## config.mk

```make
export PLATFORM = sky130hd
export DESIGN_NAME = can_node_liveness_supervisor
export DESIGN_NICKNAME = d
export VERILOG_FILES = /design/src/rtl/cnls_pkg.sv /design/src/rtl/can_node_liveness_supervisor.sv
export SDC_FILE = /design/constraint.sdc
export NUM_CORES = 1
export LEC_CHECK = 0
export ABC_CLOCK_PERIOD_IN_PS = 6800
export BUFFER_PORTS_ARGS = -buffer_cell sky130_fd_sc_hd__buf_2
export CAP_MARGIN = 40
export CORE_MARGIN = 2
export CORE_UTILIZATION = 40
export DETAILED_ROUTE_END_ITERATION = 8
export GPL_TIMING_DRIVEN = 0
export PLACE_DENSITY_LB_ADDON = 0.25
export SLEW_MARGIN = 10
export SYNTH_ARGS = -nofsm -noshare
export SYNTH_HDL_FRONTEND = slang
export SYNTH_SLANG_ARGS = --single-unit
```

## constraint.sdc

```tcl
create_clock -name clk -period 6.8 [get_ports clk]
set_input_delay 1.36 -clock clk [delete_from_list [all_inputs] [get_ports clk]]
set_output_delay 1.36 -clock clk [all_outputs]
set_load 0.03 [all_outputs]
```

## src/rtl/cnls_pkg.sv

```systemverilog
package cnls_pkg;

  // Default seat table depth
  localparam int SEATS_DEF = 16;

  // Field widths
  localparam int ID_W   = 11;
  localparam int SIL_W  = 16;
  localparam int TXP_W  = 8;
  localparam int CFGD_W = 16;
  localparam int CFGI_W = 3;

  // Heartbeat frame markers in data bytes 1 and 2
  localparam logic [7:0] HB_MARK1 = 8'h01;
  localparam logic [7:0] HB_MARK2 = 8'h55;

  // Register reset values
  localparam logic [TXP_W-1:0] TX_PERIOD_RST  = 8'd200;
  localparam logic [ID_W-1:0]  HB_BASE_RST    = 11'd512;
  localparam logic [ID_W-1:0]  NM_ID_RST      = 11'd0;
  localparam logic [ID_W-1:0]  STATUS_ID_RST  = 11'd0;
  localparam logic [SIL_W-1:0] NM_TMO_RST     = 16'd250;
  localparam logic [SIL_W-1:0] STATUS_TMO_RST = 16'd50;
  localparam logic [SIL_W-1:0] LOSS_LIM_RST   = 16'd1000;

  // Configuration register indexes
  typedef enum logic [CFGI_W-1:0] {
    CFG_TX_PERIOD   = 3'd0,
    CFG_HB_BASE     = 3'd1,
    CFG_NM_ID       = 3'd2,
    CFG_STATUS_ID   = 3'd3,
    CFG_NM_TMO      = 3'd4,
    CFG_STATUS_TMO  = 3'd5,
    CFG_LOSS_LIM    = 3'd6
  } cfg_idx_t;

  // Input operations
  typedef enum logic [1:0] {
    OP_TICK  = 2'd0,
    OP_FRAME = 2'd1,
    OP_READ  = 2'd2
  } op_t;

  // Controller states
  typedef enum logic [1:0] {
    ST_IDLE,
    ST_SWEEP,
    ST_READ,
    ST_DONE
  } state_t;

  // One seat store entry
  typedef struct packed {
    logic             fresh;
    logic [SIL_W-1:0] silence;
    logic [ID_W-1:0]  id;
  } seat_t;

  // Saturating increment of a silence counter
  function automatic logic [SIL_W-1:0] sat_inc(input logic [SIL_W-1:0] v);
    return (v == {SIL_W{1'b1}}) ? v : v + SIL_W'(1);
  endfunction

endpackage

```

## src/rtl/can_node_liveness_supervisor.sv

```systemverilog
// CAN node liveness supervisor.
// Input channel (in_valid/in_ready): one operation per transfer. in_op selects
// a tick, a received frame (in_frame_id, in_payload_byte1/2) or a read of a
// seat's stored id (in_seat_index). Each transfer yields exactly one result on
// the output channel (out_valid/out_ready); fields that do not apply are 0.
// Configuration: cfg_we writes cfg_wdata into register cfg_index;
// write only while no operation is in flight.
// Timing: a tick walks the seat store through its single memory port, one
// entry per cycle with write-back overlapped on the next read. An in-range
// read waits on one registered memory read; a frame needs none. in_ready
// returns as the result loads, so no operation is accepted while a tick sweeps.
// One operation is in flight at a time; in_ready is high whenever idle.
// The result sits in an output register, so the next operation is accepted
// while a result waits; a finished operation holds until that register frees.
// Reset (rst_n low, synchronous) restores register defaults, clears message
// and transmit state and marks every seat entry empty; no clearing pass.
module can_node_liveness_supervisor #(
  parameter int SEATS = cnls_pkg::SEATS_DEF
) (
  input  logic                          clk,
  input  logic                          rst_n,
  // Configuration write port
  input  logic                          cfg_we,
  input  logic [cnls_pkg::CFGI_W-1:0]   cfg_index,
  input  logic [cnls_pkg::CFGD_W-1:0]   cfg_wdata,
  // Input channel
  input  logic                          in_valid,
  output logic                          in_ready,
  input  logic [1:0]                    in_op,
  input  logic [cnls_pkg::ID_W-1:0]     in_frame_id,
  input  logic [7:0]                    in_payload_byte1,
  input  logic [7:0]                    in_payload_byte2,
  input  logic [3:0]                    in_seat_index,
  // Result channel
  output logic                          out_valid,
  input  logic                          out_ready,
  output logic                          out_heartbeat_tx_due,
  output logic [1:0]                    out_rx_seen,
  output logic [1:0]                    out_rx_timeout,
  output logic [cnls_pkg::ID_W-1:0]     out_seat_id_value,
  output logic                          out_seat_out_of_range
);

  localparam int IDX_W = (SEATS > 1) ? $clog2(SEATS) : 1;
  localparam int CNT_W = $clog2(SEATS + 1);
  localparam int ID_W  = cnls_pkg::ID_W;
  localparam int SIL_W = cnls_pkg::SIL_W;

  // Configuration registers
  logic [cnls_pkg::TXP_W-1:0] tx_period_r;
  logic [ID_W-1:0]            hb_base_r;
  logic [ID_W-1:0]            nm_id_r;
  logic [ID_W-1:0]            status_id_r;
  logic [SIL_W-1:0]           nm_tmo_r;
  logic [SIL_W-1:0]           status_tmo_r;
  logic [SIL_W-1:0]           loss_lim_r;

  // Controller and small state
  cnls_pkg::state_t           state_r, state_nxt;
  logic [CNT_W-1:0]           cnt_r, cnt_nxt;
  logic                       wb_pend_r, wb_pend_nxt;
  logic [IDX_W-1:0]           wb_idx_r, wb_idx_nxt;
  logic [cnls_pkg::TXP_W-1:0] tx_cd_r, tx_cd_nxt;
  logic [1:0]                 msg_pend_r, msg_pend_nxt;
  logic [SIL_W-1:0]           msg_sil_r [2];
  logic [SIL_W-1:0]           msg_sil_nxt [2];
  logic [SEATS-1:0]           seat_vld_r;

  // Pending result and output register
  logic                       res_due_r, res_due_nxt;
  logic [1:0]                 res_seen_r, res_seen_nxt;
  logic [1:0]                 res_tout_r, res_tout_nxt;
  logic [ID_W-1:0]            res_id_r, res_id_nxt;
  logic                       res_oor_r, res_oor_nxt;
  logic                       out_valid_r;
  logic                       out_due_r;
  logic [1:0]                 out_seen_r;
  logic [1:0]                 out_tout_r;
  logic [ID_W-1:0]            out_id_r;
  logic                       out_oor_r;
  logic                       out_load;

  // Seat store
  cnls_pkg::seat_t            seat_mem [SEATS];
  cnls_pkg::seat_t            mem_rd_r;
  logic                       rd_vld_r;
  logic                       mem_re;
  logic [IDX_W-1:0]           mem_raddr;
  logic                       mem_we;
  logic [IDX_W-1:0]           mem_waddr;
  cnls_pkg::seat_t            mem_wdata;

  logic                       accept;
  cnls_pkg::seat_t            rd_entry;
  cnls_pkg::seat_t            wb_entry;

  // Tick terms
  logic                       tx_due;
  logic [cnls_pkg::TXP_W-1:0] tx_load;
  logic [cnls_pkg::TXP_W-1:0] tx_cd_tick;
  logic [1:0]                 tick_seen;
  logic [1:0]                 tick_tout;
  logic [SIL_W-1:0]           tick_sil [2];
  logic [SIL_W-1:0]           msg_lim [2];

  // Frame and read terms
  logic                       hb_match;
  logic [ID_W-1:0]            seat_off;
  logic                       seat_in_rng;
  logic                       read_in_rng;

  assign in_ready = (state_r == cnls_pkg::ST_IDLE);
  assign accept   = in_valid && in_ready;
  assign out_load = (state_r == cnls_pkg::ST_DONE) && (!out_valid_r || out_ready);

  // Configuration registers
  always_ff @(posedge clk) begin
    if (!rst_n) begin
      tx_period_r  <= cnls_pkg::TX_PERIOD_RST;
      hb_base_r    <= cnls_pkg::HB_BASE_RST;
      nm_id_r      <= cnls_pkg::NM_ID_RST;
      status_id_r  <= cnls_pkg::STATUS_ID_RST;
      nm_tmo_r     <= cnls_pkg::NM_TMO_RST;
      status_tmo_r <= cnls_pkg::STATUS_TMO_RST;
      loss_lim_r   <= cnls_pkg::LOSS_LIM_RST;
    end else if (cfg_we) begin
      case (cfg_index)
        cnls_pkg::CFG_TX_PERIOD:  tx_period_r  <= cfg_wdata[cnls_pkg::TXP_W-1:0];
        cnls_pkg::CFG_HB_BASE:    hb_base_r    <= cfg_wdata[ID_W-1:0];
        cnls_pkg::CFG_NM_ID:      nm_id_r      <= cfg_wdata[ID_W-1:0];
        cnls_pkg::CFG_STATUS_ID:  status_id_r  <= cfg_wdata[ID_W-1:0];
        cnls_pkg::CFG_NM_TMO:     nm_tmo_r     <= cfg_wdata[SIL_W-1:0];
        cnls_pkg::CFG_STATUS_TMO: status_tmo_r <= cfg_wdata[SIL_W-1:0];
        cnls_pkg::CFG_LOSS_LIM:   loss_lim_r   <= cfg_wdata[SIL_W-1:0];
        default: ;
      endcase
    end
  end

  // Tick: transmit countdown and monitored message aging
  assign msg_lim[0] = nm_tmo_r;
  assign msg_lim[1] = status_tmo_r;

  always_comb begin
    tx_due     = (tx_cd_r == '0);
    tx_load    = tx_due ? tx_period_r : tx_cd_r;
    tx_cd_tick = (tx_load != '0) ? tx_load - cnls_pkg::TXP_W'(1) : tx_load;
    for (int i = 0; i < 2; i++) begin
      tick_seen[i] = msg_pend_r[i];
      tick_sil[i]  = cnls_pkg::sat_inc(msg_pend_r[i] ? '0 : msg_sil_r[i]);
      tick_tout[i] = (tick_sil[i] >= msg_lim[i]);
    end
  end

  // Frame: heartbeat match and seat offset; read range check
  assign hb_match    = ((in_frame_id & hb_base_r) == hb_base_r) &&
                       (in_payload_byte1 == cnls_pkg::HB_MARK1) &&
                       (in_payload_byte2 == cnls_pkg::HB_MARK2);
  assign seat_off    = in_frame_id - hb_base_r;
  assign seat_in_rng = (32'(seat_off) < SEATS);
  assign read_in_rng = (32'(in_seat_index) < SEATS);

  // Sweep write-back: an empty entry reads as all zero
  always_comb begin
    rd_entry         = rd_vld_r ? mem_rd_r : '0;
    wb_entry.fresh   = 1'b0;
    wb_entry.silence = rd_entry.fresh ? '0 : cnls_pkg::sat_inc(rd_entry.silence);
    wb_entry.id      = (wb_entry.silence >= loss_lim_r) ? '0 : rd_entry.id;
  end

  // Controller next state and memory port control
  always_comb begin
    state_nxt    = state_r;
    cnt_nxt      = cnt_r;
    wb_pend_nxt  = wb_pend_r;
    wb_idx_nxt   = wb_idx_r;
    tx_cd_nxt    = tx_cd_r;
    msg_pend_nxt = msg_pend_r;
    msg_sil_nxt  = msg_sil_r;
    res_due_nxt  = res_due_r;
    res_seen_nxt = res_seen_r;
    res_tout_nxt = res_tout_r;
    res_id_nxt   = res_id_r;
    res_oor_nxt  = res_oor_r;
    mem_re       = 1'b0;
    mem_raddr    = cnt_r[IDX_W-1:0];
    mem_we       = 1'b0;
    mem_waddr    = wb_idx_r;
    mem_wdata    = wb_entry;

    unique case (state_r)
      cnls_pkg::ST_IDLE: begin
        if (accept) begin
          res_due_nxt  = 1'b0;
          res_seen_nxt = '0;
          res_tout_nxt = '0;
          res_id_nxt   = '0;
          res_oor_nxt  = 1'b0;
          unique case (in_op)
            cnls_pkg::OP_TICK: begin
              res_due_nxt  = tx_due;
              res_seen_nxt = tick_seen;
              res_tout_nxt = tick_tout;
              tx_cd_nxt    = tx_cd_tick;
              msg_pend_nxt = '0;
              msg_sil_nxt  = tick_sil;
              cnt_nxt      = '0;
              wb_pend_nxt  = 1'b0;
              state_nxt    = cnls_pkg::ST_SWEEP;
            end
            cnls_pkg::OP_FRAME: begin
              if (hb_match && seat_in_rng) begin
                mem_we          = 1'b1;
                mem_waddr       = IDX_W'(seat_off);
                mem_wdata.fresh   = 1'b1;
                mem_wdata.silence = '0;
                mem_wdata.id      = in_frame_id;
              end
              res_oor_nxt = hb_match && !seat_in_rng;
              if (in_frame_id == nm_id_r) msg_pend_nxt[0] = 1'b1;
              if (in_frame_id == status_id_r) msg_pend_nxt[1] = 1'b1;
              state_nxt = cnls_pkg::ST_DONE;
            end
            cnls_pkg::OP_READ: begin
              if (read_in_rng) begin
                mem_re    = 1'b1;
                mem_raddr = IDX_W'(in_seat_index);
                state_nxt = cnls_pkg::ST_READ;
              end else begin
                state_nxt = cnls_pkg::ST_DONE;
              end
            end
            default: state_nxt = cnls_pkg::ST_DONE;
          endcase
        end
      end
      cnls_pkg::ST_SWEEP: begin
        // Read entry cnt_r while writing back the entry read last cycle
        if (cnt_r < CNT_W'(SEATS)) begin
          mem_re      = 1'b1;
          wb_pend_nxt = 1'b1;
          wb_idx_nxt  = cnt_r[IDX_W-1:0];
          cnt_nxt     = cnt_r + CNT_W'(1);
        end else begin
          wb_pend_nxt = 1'b0;
          state_nxt   = cnls_pkg::ST_DONE;
        end
        mem_we = wb_pend_r;
      end
      cnls_pkg::ST_READ: begin
        res_id_nxt = rd_entry.id;
        state_nxt  = cnls_pkg::ST_DONE;
      end
      cnls_pkg::ST_DONE: begin
        if (out_load) state_nxt = cnls_pkg::ST_IDLE;
      end
      default: state_nxt = cnls_pkg::ST_IDLE;
    endcase
  end

  // Control state
  always_ff @(posedge clk) begin
    if (!rst_n) begin
      state_r    <= cnls_pkg::ST_IDLE;
      cnt_r      <= '0;
      wb_pend_r  <= 1'b0;
      tx_cd_r    <= '0;
      msg_pend_r <= '0;
      msg_sil_r  <= '{default: '0};
      seat_vld_r <= '0;
      out_valid_r <= 1'b0;
    end else begin
      state_r    <= state_nxt;
      cnt_r      <= cnt_nxt;
      wb_pend_r  <= wb_pend_nxt;
      tx_cd_r    <= tx_cd_nxt;
      msg_pend_r <= msg_pend_nxt;
      msg_sil_r  <= msg_sil_nxt;
      if (mem_we) seat_vld_r[mem_waddr] <= 1'b1;
      if (out_load) out_valid_r <= 1'b1;
      else if (out_ready) out_valid_r <= 1'b0;
    end
  end

  // Payload registers
  always_ff @(posedge clk) begin
    wb_idx_r   <= wb_idx_nxt;
    res_due_r  <= res_due_nxt;
    res_seen_r <= res_seen_nxt;
    res_tout_r <= res_tout_nxt;
    res_id_r   <= res_id_nxt;
    res_oor_r  <= res_oor_nxt;
    if (out_load) begin
      out_due_r  <= res_due_r;
      out_seen_r <= res_seen_r;
      out_tout_r <= res_tout_r;
      out_id_r   <= res_id_r;
      out_oor_r  <= res_oor_r;
    end
  end

  // Seat store: one write port, one registered read port
  always_ff @(posedge clk) begin
    if (mem_we) seat_mem[mem_waddr] <= mem_wdata;
    if (mem_re) begin
      mem_rd_r <= seat_mem[mem_raddr];
      rd_vld_r <= seat_vld_r[mem_raddr] && !(mem_we && (mem_waddr == mem_raddr));
    end
  end

  assign out_valid             = out_valid_r;
  assign out_heartbeat_tx_due  = out_due_r;
  assign out_rx_seen           = out_seen_r;
  assign out_rx_timeout        = out_tout_r;
  assign out_seat_id_value     = out_id_r;
  assign out_seat_out_of_range = out_oor_r;

  // Sweep never writes the entry it reads in the same cycle
  a_no_rw_same_entry: assert property (@(posedge clk) disable iff (!rst_n)
    (mem_we && mem_re) |-> (mem_waddr != mem_raddr))
    else $error("seat store read and write collide");

  // A tick transfer starts the sweep at entry zero
  a_tick_starts_sweep: assert property (@(posedge clk) disable iff (!rst_n)
    (accept && (in_op == cnls_pkg::OP_TICK)) |=>
      ((state_r == cnls_pkg::ST_SWEEP) && (cnt_r == '0) && !wb_pend_r))
    else $error("tick did not start sweep");

  // A finished operation lands in the output register and frees the input
  a_done_delivers: assert property (@(posedge clk) disable iff (!rst_n)
    out_load |=> (out_valid && (state_r == cnls_pkg::ST_IDLE)))
    else $error("result not delivered");

endmodule

```

== Word level (Yosys, flattened, before mapping) ==
Memories as Yosys holds them, arrays and structs flattened. A register that Yosys moved wholly into a read port is not among the register bits.
Cells that the tools add are included.
Widths: inputs -> output; s select.
Operators by class
  add/subtract/negate cells: 6
  multiply operators: 0
  div/mod/pow operators: 0
  magnitude comparators: 8
  eq/ne operators: 27
  shift operators: 0
  mux-type cells: 54
  bitwise logic cells: 2
  reductions and logical operators: 38
Operators by type and width (number)
  $mux 28: 5
  $mux 16: 6
  $add 16x1->16 const B: 3
  $eq 16x16->1 const B: 3
  $ge 16x16->1: 3
  $eq 11x11->1: 3
  $mux 4: 7
  $mux 11: 2
  $pmux 11 s2: 1
  $reduce_and 2->1: 10
  $mux 1: 16
  $mux 8: 2
  $or 16x16->16: 1
  $mux 5: 3
  $reduce_and 4->1: 3
  $and 11x11->11: 1
  $lt 11x5->1 const B: 1
  $sub 11x11->11: 1
  $lt 4x5->1 const B: 2
  $ne 2x2->1 const B: 5
  $pmux 5 s2: 1
  $eq 3x3->1 const B: 3
  $logic_and 1x1->1: 9
  $reduce_and 3->1: 3
  other kinds (25): 41
Storage, ports and cells
  register bits: 195
  latch bits: 0
  RAM bits: 448
  bits in read-only memories: 0
  input bits: 57
  output and inout port bits: 19
  logic and storage cells: 165
  memories kept: 1
Memories
  seat_mem: words 16, width 28, read ports 1, clocked after Yosys merged registers in 1, wr ports 1, RTL line can_node_liveness_supervisor.sv:84  | cnls_pkg::seat_t seat_mem [SEATS];

== Logic depth before layout (Yosys ltp) ==
Gate-level depths: netlist (run 1).
  word-level depth: 14
  gate-level depth with buffers: 19

== Least setup slack after synthesis (run 1) ==
Ideal clock, no wire load.
  path type: register to register
  start: register rd_vld_r
  end: memory seat_mem[0][10] (netlist bit) (data pin)
  library setup time: 0.341 ns
  arrival time: 4.459 ns
  slack: 2.000 ns
  stages on the path, launching flop included: 19
  period minus slack after synthesis: 4.800 ns
  cells stage by stage: edfxtp_1 > buf_2 > buf_1 > clkbuf_1 > and2_1 > ha_1 > nand2_1 > nor3_2 > nor2_1 > nand2_1 > xor2_1 > nor2_1 > ha_1 > a21o_1 > a2111oi_0 > o21ai_0 > a211o_1 > clkbuf_1 > o31ai_1
RTL lines
  from (decl): RTL line can_node_liveness_supervisor.sv:86  | logic rd_vld_r;
  from (signal assigned): RTL line can_node_liveness_supervisor.sv:307  | rd_vld_r <= seat_vld_r[mem_raddr] && !(mem_we && (mem_waddr == mem_raddr));
  to (decl): RTL line can_node_liveness_supervisor.sv:84

==> results of run 1 <==
-- synthesized netlist by cell type (all sizes together), types with 48 or more instances --
master	n
a31oi	48
nand2	387
mux4	113
a21oi	137
clkbuf	66
dfxtp	156
edfxtp	515
ha	79
inv	101
nand3	66
nor2	128
and3	54
o21ai	65
-- final timing paths --
check | end | slack (ns)
max | seat_mem[4][8] | 0.55
min | out_seat_id_value[3] | 0.42
min reg2reg | out_seat_id_value[3] | 0.42
max reg2reg | seat_mem[4][8] | 0.55
-- metrics by stage --
stage | power, mW | setup TNS (ns) | instances
floorplan | 6.10 | 0 | 2304
global placement | 6.61 | -25.44 | 3337
detailed placement | 6.72 | 0 | 3371
CTS | 10.6 | 0 | 3506
global route | 10.9 | 0 | 3511
finish | 10.5 | 0 | 3511
-- power by group through the flow --
stage / sequential, mW / clock [mW] / combinational, mW
2_1_floorplan: 4.95 / 0 / 1.15
3_3_place_gp: 4.97 / 0 / 1.64
3_5_place_dp: 4.95 / 0 / 1.77
4_1_cts: 4.87 / 3.94 / 1.77
5_1_grt: 4.88 / 4.09 / 1.95
6_report: 4.87 / 3.85 / 1.78
-- routing by layer --
| metal | vias up | wire length (µm) | share of wire | GRT usage |
|---|---|---|---|---|
| li1 | 8955 | - | - | - |
| met1 | 9841 | 34000 | 0.42 | 0.279 |
| met2 | 783 | 38300 | 0.47 | 0.346 |
| met3 | 181 | 5270 | 0.065 | 0.0338 |
| met4 | 4 | 3380 | 0.042 | 0.0908 |
| met5 | - | 20 | 0.00025 | 0 |
-- what timing repair did --
item | CTS | global route
hold endpoints to repair | 0 | 0
resized for setup | 0 | 1
setup endpoints to repair | 0 | 8
-- final cells by class --
class                           instances  area (µm²)  area share
Sequential cell                       671       18600       0.542
Multi-Input combinational cell       1424       10300       0.302
Clock buffer                           96        1960      0.0571
Tap cell                              959        1200      0.0350
Timing Repair Buffer                  113         925      0.0270
Buffer                                108         504      0.0147
Inverter                              101         379      0.0111
Clock inverter                         39         370      0.0108
-- state kept, by name (all words and copies together) (netlist names), 4 cells and up --
register,flops
hb_base_r,11
wb_idx_r,4
cnt_r,5
loss_lim_r,16
nm_id_r,11
seat_mem,448
tx_cd_r,8
res_id_r,11
status_tmo_r,16
seat_vld_r,16
msg_sil_r,32
out_seat_id_value,11
mem_rd_r,28
nm_tmo_r,16
status_id_r,11
tx_period_r,8
-- kinds of logic after synthesis --
group | after synthesis | synth area share
AO/OA/AOI/OAI | 358 | 0.0737
XOR/XNOR | 62 | 0.0183
adder cells (fa/ha/maj) | 80 | 0.0340
buffers and inverters | 209 | 0.0298
flip-flops | 671 | 0.626
multiplexers | 132 | 0.0932
AND/OR/NAND/NOR | 792 | 0.125
==> results_dict.tcl, run 1 <==
set metrics [dict create \
    drive_above_1_share 0.170 \
    numPortBuffers 74 \
    cts_sinks 671 \
    nFillCells 6405 \
    synth_seq_area_share 0.626 \
    root_buffer "clkbuf_16" \
    cts_buffer_depth 3 \
    wirelength_mm 81.0 \
    final_core_util 0.468 \
    postCtsHoldBufs 0 \
    yosysTopAreaCell "edfxtp_1" \
    cp-start-kind "flip-flop" \
    hold_start "res_id_r[3]" \
    synth_top_area_share 0.521 \
    synth_area_per_cell_um2 12.9 \
    switching_share 0.275 \
    maxSlewViolCount 0 \
    cp_max_fo 16 \
    layout_common_cells "515 x edfxtp_1, 370 x nand2_1, 156 x dfxtp_1, 137 x a21oi_1, 128 x nor2_1" \
    start_util 0.405 \
    critPathLaunch "rd_vld_r" \
    internal-power_mw 7.62 \
    fin_crit_ns 6.25 \
    via_per_inst 5.63 \
    crit_buf_inv 5 \
    crit_arrival_ns 6.72 \
    antenna_found_initial 2 \
    post_cts_buffers 0 \
    outcome "complete, no violations" \
    maxCapViolCount 0 \
    r2r_start "rd_vld_r" \
    p_seq_frac 0.463 \
    coreArea_mm2 0.0732 \
    r2r_cells 18 \
    p_clk_frac 0.367 \
    synth-seq-cells 671 \
    power.leakage_nw 12.2 \
    grt_max_degree 25 \
    fin_nets 2629 \
    die_y_um 276 \
    powerDensity_mw_per_mm2 307 \
    fmax_mhz 160 \
    drtAntennaViolNets 0 \
    row_count 99 \
    place_area_mm2 0.0319 \
    synth_edf_count 515 \
    n_antenna_cell 0 \
    slew_headroom 0.367 \
    cts_tree "done" \
    crit_slowest_cell "a221oi_1" \
    finalCritPeriodShare 0.919 \
    rsz0062_at_grt "false" \
    synth.distinct_cells 80 \
    avgRoutedWirePerCell_um 23.1 \
    dr.pass1.iters 7 \
    ys.flop_type "edfxtp_1" \
    path_clk_slew_ns 0.06 \
    vias 19800 \
    hold_class "reg -> reg" \
    cts_buffers 73 \
    grtUsageTotal 0.211 \
    place_ws_ns 0.322 \
    hpwl_mm 56.6 \
    worstSetupPathType "reg -> reg" \
    synth_cells 2304 \
    grt_pass1_vias 20100 \
    cpPeakStageDelay_ns 0.64 \
    area_growth_pct 15.5 \
    ir_drop_uv 178 \
    grt_pass1_wl_mm 122 \
    power_frac_comb 0.170 \
    cts.htree.levels 3 \
    worstMarginPinSlew_ns 0.944 \
    drt_iter0_drc 1856 \
    synth_area_leaders "edfxtp_1 52%, dfxtp_1 11%, mux4_2 8.6%, nand2_1 4.9%, ha_1 3.3%" \
    gp_congestion 0.881 \
    insertion_delay_ns 0.64 \
    cpLargestDelayFamily "compound AO/OA/AOI/OAI gates" \
    hold_slack_ns 0.419 \
    endpoint_kind "flip-flop" \
    postLayoutCellArea_mm2 0.0343 \
    final_hold_viol_count 0 \
    hold_path_depth 0 \
    skew_ns 0.0222 \
    worstPathCellList "buf_2 -> buf_1 -> clkbuf_1 -> and2_1 -> ha_1 -> nand2_1 -> nor3_2 -> nor2_1 -> a221oi_1 -> ha_1 -> o21ai_0 -> a21oi_1 -> a2111oi_0 -> o21ai_0 -> a211o_1 -> clkbuf_1 -> o31ai_2 -> buf_6" \
    syn_area_mm2 0.0297 \
    final_common_cell "edfxtp_1" \
    grt_remaining_overflow 0 \
    setup_viol 0 \
    worst_ep_required_time_ns 7.28 \
    die_w_um 276 \
    syn_nets 2441 \
    num_io_pins 76 \
    yosys_warnings 0 \
    cp_num_cells 18 \
    fin_ws_ns 0.553 \
    synthArstFlopShare 0 \
    p_switching_mw 2.89 \
    die_area_mm2 0.0764 \
    drc 0 \
]
Note: power is estimated with default switching activity, not from simulation.
==> inputs of run 2 (changes only) <==
CORE_UTILIZATION = 63   (was 40)
==> run 2 against run 1 <==
Net effect: critical path depth up 2; via count up 3.7%; sequential share of layout area up 1.2 points; highest routed layer unchanged; power is 2.6% lower; cell count down 10%.
==> results_dict.tcl, run 2 (synthesis gave the netlist of run 1 again) <==
set metrics [dict create \
    die_y_um 221 \
    powerDensity_mw_per_mm2 305 \
    hold_start "res_id_r[7]" \
    dr.pass1.iters 6 \
    antenna_found_initial 2 \
    cts_buffers 68 \
    grtUsageTotal 0.332 \
    wirelength_mm 81.0 \
    hold_path_depth 0 \
    start_util 0.638 \
    cts_tree "done" \
    final_hold_viol_count 0 \
    crit_buf_inv 5 \
    cp-endpoint "seat_mem[5][3]" \
    wl_met2_mm 39.6 \
    top_register "seat_mem" \
    cts_buffer_depth 3 \
    maxSlewViolCount 0 \
    layout_common_cells "515 x edfxtp_1, 370 x nand2_1, 156 x dfxtp_1, 137 x a21oi_1, 128 x nor2_1" \
    cpLargestDelayFamily "buffers and inverters" \
    cp_num_cells 20 \
    post_cts_buffers 0 \
    coreArea_mm2 0.0466 \
    postCtsHoldBufs 0 \
    cp-start-kind "flip-flop" \
    die_area_mm2 0.0489 \
    root_buffer "clkbuf_16" \
    fin_crit_ns 6.33 \
    num_io_pins 76 \
    row_count 79 \
    numPortBuffers 74 \
    drt_iter0_drc 2085 \
    tns_ns 0 \
    via_per_inst 6.51 \
    nFillCells 2972 \
    postLayoutCellArea_mm2 0.0336 \
    worstSetupPathType "reg -> reg" \
    place_inst 3017 \
    grt_pass1_vias 20700 \
    largest_reg_flops 448 \
    slew_headroom 0.300 \
    drive_above_1_share 0.167 \
    cp_max_fo 10 \
    worstMarginPinSlew_ns 1.04 \
    fin_nets 2623 \
    setup_viol 0 \
    grt_remaining_overflow 0 \
    cts_resized 0 \
    hold_class "reg -> reg" \
    area_growth_pct 13.0 \
    worstPathCellList "buf_2 -> buf_1 -> clkbuf_1 -> and2_1 -> ha_1 -> nand2_1 -> nor3_2 -> nor3_1 -> nand3_1 -> xor2_1 -> nor2_1 -> ha_1 -> o2111ai_1 -> a21oi_1 -> a2111oi_0 -> o21ai_0 -> a211o_1 -> clkbuf_1 -> o31ai_2 -> buf_4" \
    drtAntennaViolNets 0 \
    crit_arrival_ns 6.79 \
    top_regs "seat_mem (448), msg_sil_r (32), mem_rd_r (28)" \
    place_area_mm2 0.0314 \
    final_core_util 0.721 \
    r2r_cells 20 \
    outcome "complete, no violations" \
    finalCritPeriodShare 0.930 \
    critPathLaunch "rd_vld_r" \
    ir_drop_uv 304 \
    maxCapViolCount 0 \
    ff2ff_setup_slack_ns 0.47 \
    cts_sinks 671 \
    path_clk_slew_ns 0.06 \
    insertion_delay_ns 0.61 \
    drc 0 \
    skew_ns 0.0137 \
    fmax_mhz 158 \
    final_common_cell "edfxtp_1" \
    wl_met1_mm 29.9 \
    grt_max_degree 30 \
    ff_latch_area_mm2 0.0186 \
    power.leakage_nw 12.1 \
    endpoint_kind "flip-flop" \
    die_w_um 221 \
    multi_input_comb_area_mm2 0.0103 \
    crit_slowest_cell "o31ai_2" \
    rsz0062_at_grt "false" \
    r2r_start "rd_vld_r" \
    rr_endpoint "seat_mem[5][3]" \
    gp_congestion 0.945 \
    worst_ep_required_time_ns 7.26 \
    stdcell_count 3148 \
    top_layer "met5" \
    wl_met3_mm 7.22 \
    cts.htree.levels 3 \
    hpwl_mm 53.9 \
    grt_pass1_wl_mm 122 \
    vias 20500 \
    cpPeakStageDelay_ns 0.71 \
    avgRoutedWirePerCell_um 25.7 \
]
[run 2: changes by cell type in the layout (fill, tap and decap cells not counted), sizes merged]
cell           before  now
diode               0    1
clkinvlp            5    3
inv               104  106
clkbuf            162  148
bufinv              3    2
clkinv             28   32
clkdlybuf4s15       1    0
[run 2: stage by stage]
| stage | total power [mW] | worst slack, ns | hold WS, ns |
|---|---|---|---|
| floorplan | 6.10 | 2.00 | 0.400 |
| global placement | 6.56 | 0.127 | 0.400 |
| detailed placement | 6.69 | 0.550 | 0.405 |
| CTS | 10.2 | 0.429 | 0.419 |
| global route | 10.6 | 0.206 | 0.422 |
| finish | 10.2 | 0.473 | 0.416 |
[run 2: report_power, final]
group          internal, mW  switching, mW
Clock                  1.96           1.61
Combinational         0.659           1.14
Sequential             4.78         0.0843
Total                  7.40           2.84
[run 2: metal layers]
metal | track usage | vias to the layer above
met5 | 0 | -
met4 | 0.178 | 2
met3 | 0.0594 | 255
met2 | 0.549 | 1218
met1 | 0.422 | 10100
li1 | - | 8928
[run 2: worst reg2reg max path: stages (launching register included)]
cell	delay, ns
edfxtp_1	0.32
buf_2	0.23
buf_1	0.56
clkbuf_1	0.49
and2_1	0.21
ha_1	0.16
nand2_1	0.16
nor3_2	0.45
nor3_1	0.14
nand3_1	0.15
xor2_1	0.38
nor2_1	0.11
ha_1	0.32
o2111ai_1	0.10
a21oi_1	0.07
a2111oi_0	0.38
o21ai_0	0.16
a211o_1	0.42
clkbuf_1	0.38
o31ai_2	0.71
buf_4	0.28
[run 2: worst min-delay path by stage]
| stage | end | slack (ns) |
|---|---|---|
| 2_1_floorplan | out_heartbeat_tx_due | 0.40 |
| 3_3_place_gp | out_seat_out_of_range | 0.40 |
| 3_5_place_dp | out_seat_id_value[7] | 0.41 |
| 4_1_cts | out_seat_id_value[7] | 0.42 |
| 5_1_grt | out_seat_id_value[7] | 0.42 |
| 6_report | out_seat_id_value[7] | 0.42 |
[run 2: layout make-up]
class | count | area share
repair buffers | 112 | 0.0263
flip-flops and latches | 671 | 0.554
multi-input cells | 1424 | 0.308
well taps | 607 | 0.0226
plain buffers | 108 | 0.0150
clock inverters | 42 | 0.00988
diodes | 1 | 0.0000746
clock buffers | 82 | 0.0526
inverters | 101 | 0.0113
==> inputs of run 3 (changes only) <==
CTS_BUF_LIST = sky130_fd_sc_hd__clkbuf_16   (was not set)
==> run 3 against run 2 <==
Net effect: non-clock buffer count unchanged; clock-buffer cell count decreased by 14; sequential cell count unchanged; clock skew decreased by 0.00066 ns; largest cell class unchanged; via count about the same; die area unchanged; sequential power about the same.
==> results_dict.tcl, run 3 (synthesis gave the netlist of run 1 again) <==
set metrics [dict create \
    postLayoutCellArea_mm2 0.0335 \
    maxSlewViolCount 0 \
    nFillCells 2971 \
    power.leakage_nw 12.1 \
    final_common_cell "edfxtp_1" \
    final_core_util 0.720 \
    cts_resized 0 \
    grt_remaining_overflow 0 \
    place_inst 3017 \
    slew_headroom 0.313 \
    worst_ep_required_time_ns 7.26 \
    die_y_um 221 \
    cts_buffers 68 \
    drc 0 \
    via_per_inst 6.51 \
    fin_crit_ns 6.36 \
    fmax_mhz 157 \
    crit_arrival_ns 6.82 \
    fin_nets 2623 \
    coreArea_mm2 0.0466 \
    maxCapViolCount 0 \
    cp-start-kind "flip-flop" \
    row_count 79 \
    cp_max_fo 10 \
    dr.pass1.iters 5 \
    setup_viol 0 \
    stdcell_count 3148 \
    finalCritPeriodShare 0.936 \
    avgRoutedWirePerCell_um 25.7 \
    top_register "seat_mem" \
    place_area_mm2 0.0314 \
    drtAntennaViolNets 0 \
    cts.htree.levels 3 \
    final_hold_viol_count 0 \
    hpwl_mm 53.9 \
    die_w_um 221 \
    worstMarginPinSlew_ns 1.02 \
    cts_tree "done" \
    grt_pass1_vias 20700 \
    insertion_delay_ns 0.61 \
    cts_buffer_depth 3 \
    gp_congestion 0.945 \
    rsz0062_at_grt "false" \
    drt_iter0_drc 2071 \
    skew_ns 0.0131 \
    worstSetupPathType "reg -> reg" \
    tns_ns 0 \
    endpoint_kind "flip-flop" \
    ir_drop_uv 300 \
    top_regs "seat_mem (448), msg_sil_r (32), mem_rd_r (28)" \
    root_buffer "clkbuf_16" \
    grt_max_degree 30 \
    antenna_found_initial 2 \
    postCtsHoldBufs 0 \
    start_util 0.638 \
    numPortBuffers 74 \
    num_io_pins 76 \
    wirelength_mm 80.9 \
    die_area_mm2 0.0489 \
    hold_class "reg -> reg" \
    drive_above_1_share 0.167 \
    layout_common_cells "515 x edfxtp_1, 370 x nand2_1, 156 x dfxtp_1, 137 x a21oi_1, 128 x nor2_1" \
    grt_pass1_wl_mm 122 \
    path_clk_slew_ns 0.06 \
    outcome "complete, no violations" \
    powerDensity_mw_per_mm2 304 \
    grtUsageTotal 0.332 \
    largest_reg_flops 448 \
    post_cts_buffers 0 \
    area_growth_pct 13.0 \
    cts_sinks 671 \
    vias 20500 \
]
-- run 3: changes by cell type in the layout (fill, tap and decap cells not counted) --
cell      previous run  this run
clkbuf_1            79        66
clkbuf_8             1         0
clkinv_1            13        14
inv_1              100       113
-- run 3: path summary, 6_finish.rpt --
check | start | to | slack (ns) | cells past startpoint
worst max register to register | rd_vld_r | seat_mem[5][3] | 0.44 | 20
worst min-delay path | res_id_r[7] | out_seat_id_value[7] | 0.42 | 0
worst min register to register | res_id_r[7] | out_seat_id_value[7] | 0.42 | 0
worst max-delay path | rd_vld_r | seat_mem[5][3] | 0.44 | 20
-- run 3: metal layers --
| layer | routed length [µm] | GRT usage | share of wire |
|---|---|---|---|
| met3 | 7020 | 0.0594 | 0.087 |
| met1 | 30000 | 0.422 | 0.37 |
| met4 | 4450 | 0.178 | 0.055 |
| met2 | 39400 | 0.549 | 0.49 |
| met5 | 9 | 0 | 0.00011 |
-- run 3: where the power goes --
part | switching [mW] | total, mW | leakage [nW] | internal [mW]
Clock | 1.61 | 3.54 | 1.07 | 1.93
Combinational | 1.14 | 1.80 | 5.00 | 0.659
Sequential | 0.0853 | 4.87 | 6.05 | 4.78
Total | 2.84 | 10.2 | 12.1 | 7.37
-- run 3: final cells by class --
cell class	count	area [µm²]	share of cell area
Antenna cell	1	2.50	0.0000746
Buffer	108	504	0.0150
Clock buffer	68	1700	0.0507
Clock inverter	56	384	0.0115
Inverter	101	379	0.0113
Multi-Input combinational cell	1424	10300	0.308
Sequential cell	671	18600	0.554
Tap cell	607	759	0.0226
Timing Repair Buffer	112	883	0.0263
-- run 3: critical path, stage by stage (launching register included) --
cell and delay (ns):
edfxtp_1 0.32, buf_2 0.24, buf_1 0.55, clkbuf_1 0.49, and2_1 0.21, ha_1 0.16, nand2_1 0.17, nor3_2 0.46
nor3_1 0.14, nand3_1 0.15, xor2_1 0.39, nor2_1 0.11, ha_1 0.32, o2111ai_1 0.10, a21oi_1 0.07, a2111oi_0 0.38
o21ai_0 0.15, a211o_1 0.41, clkbuf_1 0.38, o31ai_2 0.72, buf_4 0.28
-- run 3: per-stage QoR --
| stage | hold slack [ns] | setup slack, ns | power (mW) |
|---|---|---|---|
| global placement | 0.400 | 0.127 | 6.56 |
| finish | 0.416 | 0.437 | 10.2 |
| detailed placement | 0.405 | 0.550 | 6.69 |
| CTS | 0.419 | 0.429 | 10.2 |
| floorplan | 0.400 | 2.00 | 6.10 |
| global route | 0.422 | 0.205 | 10.5 |
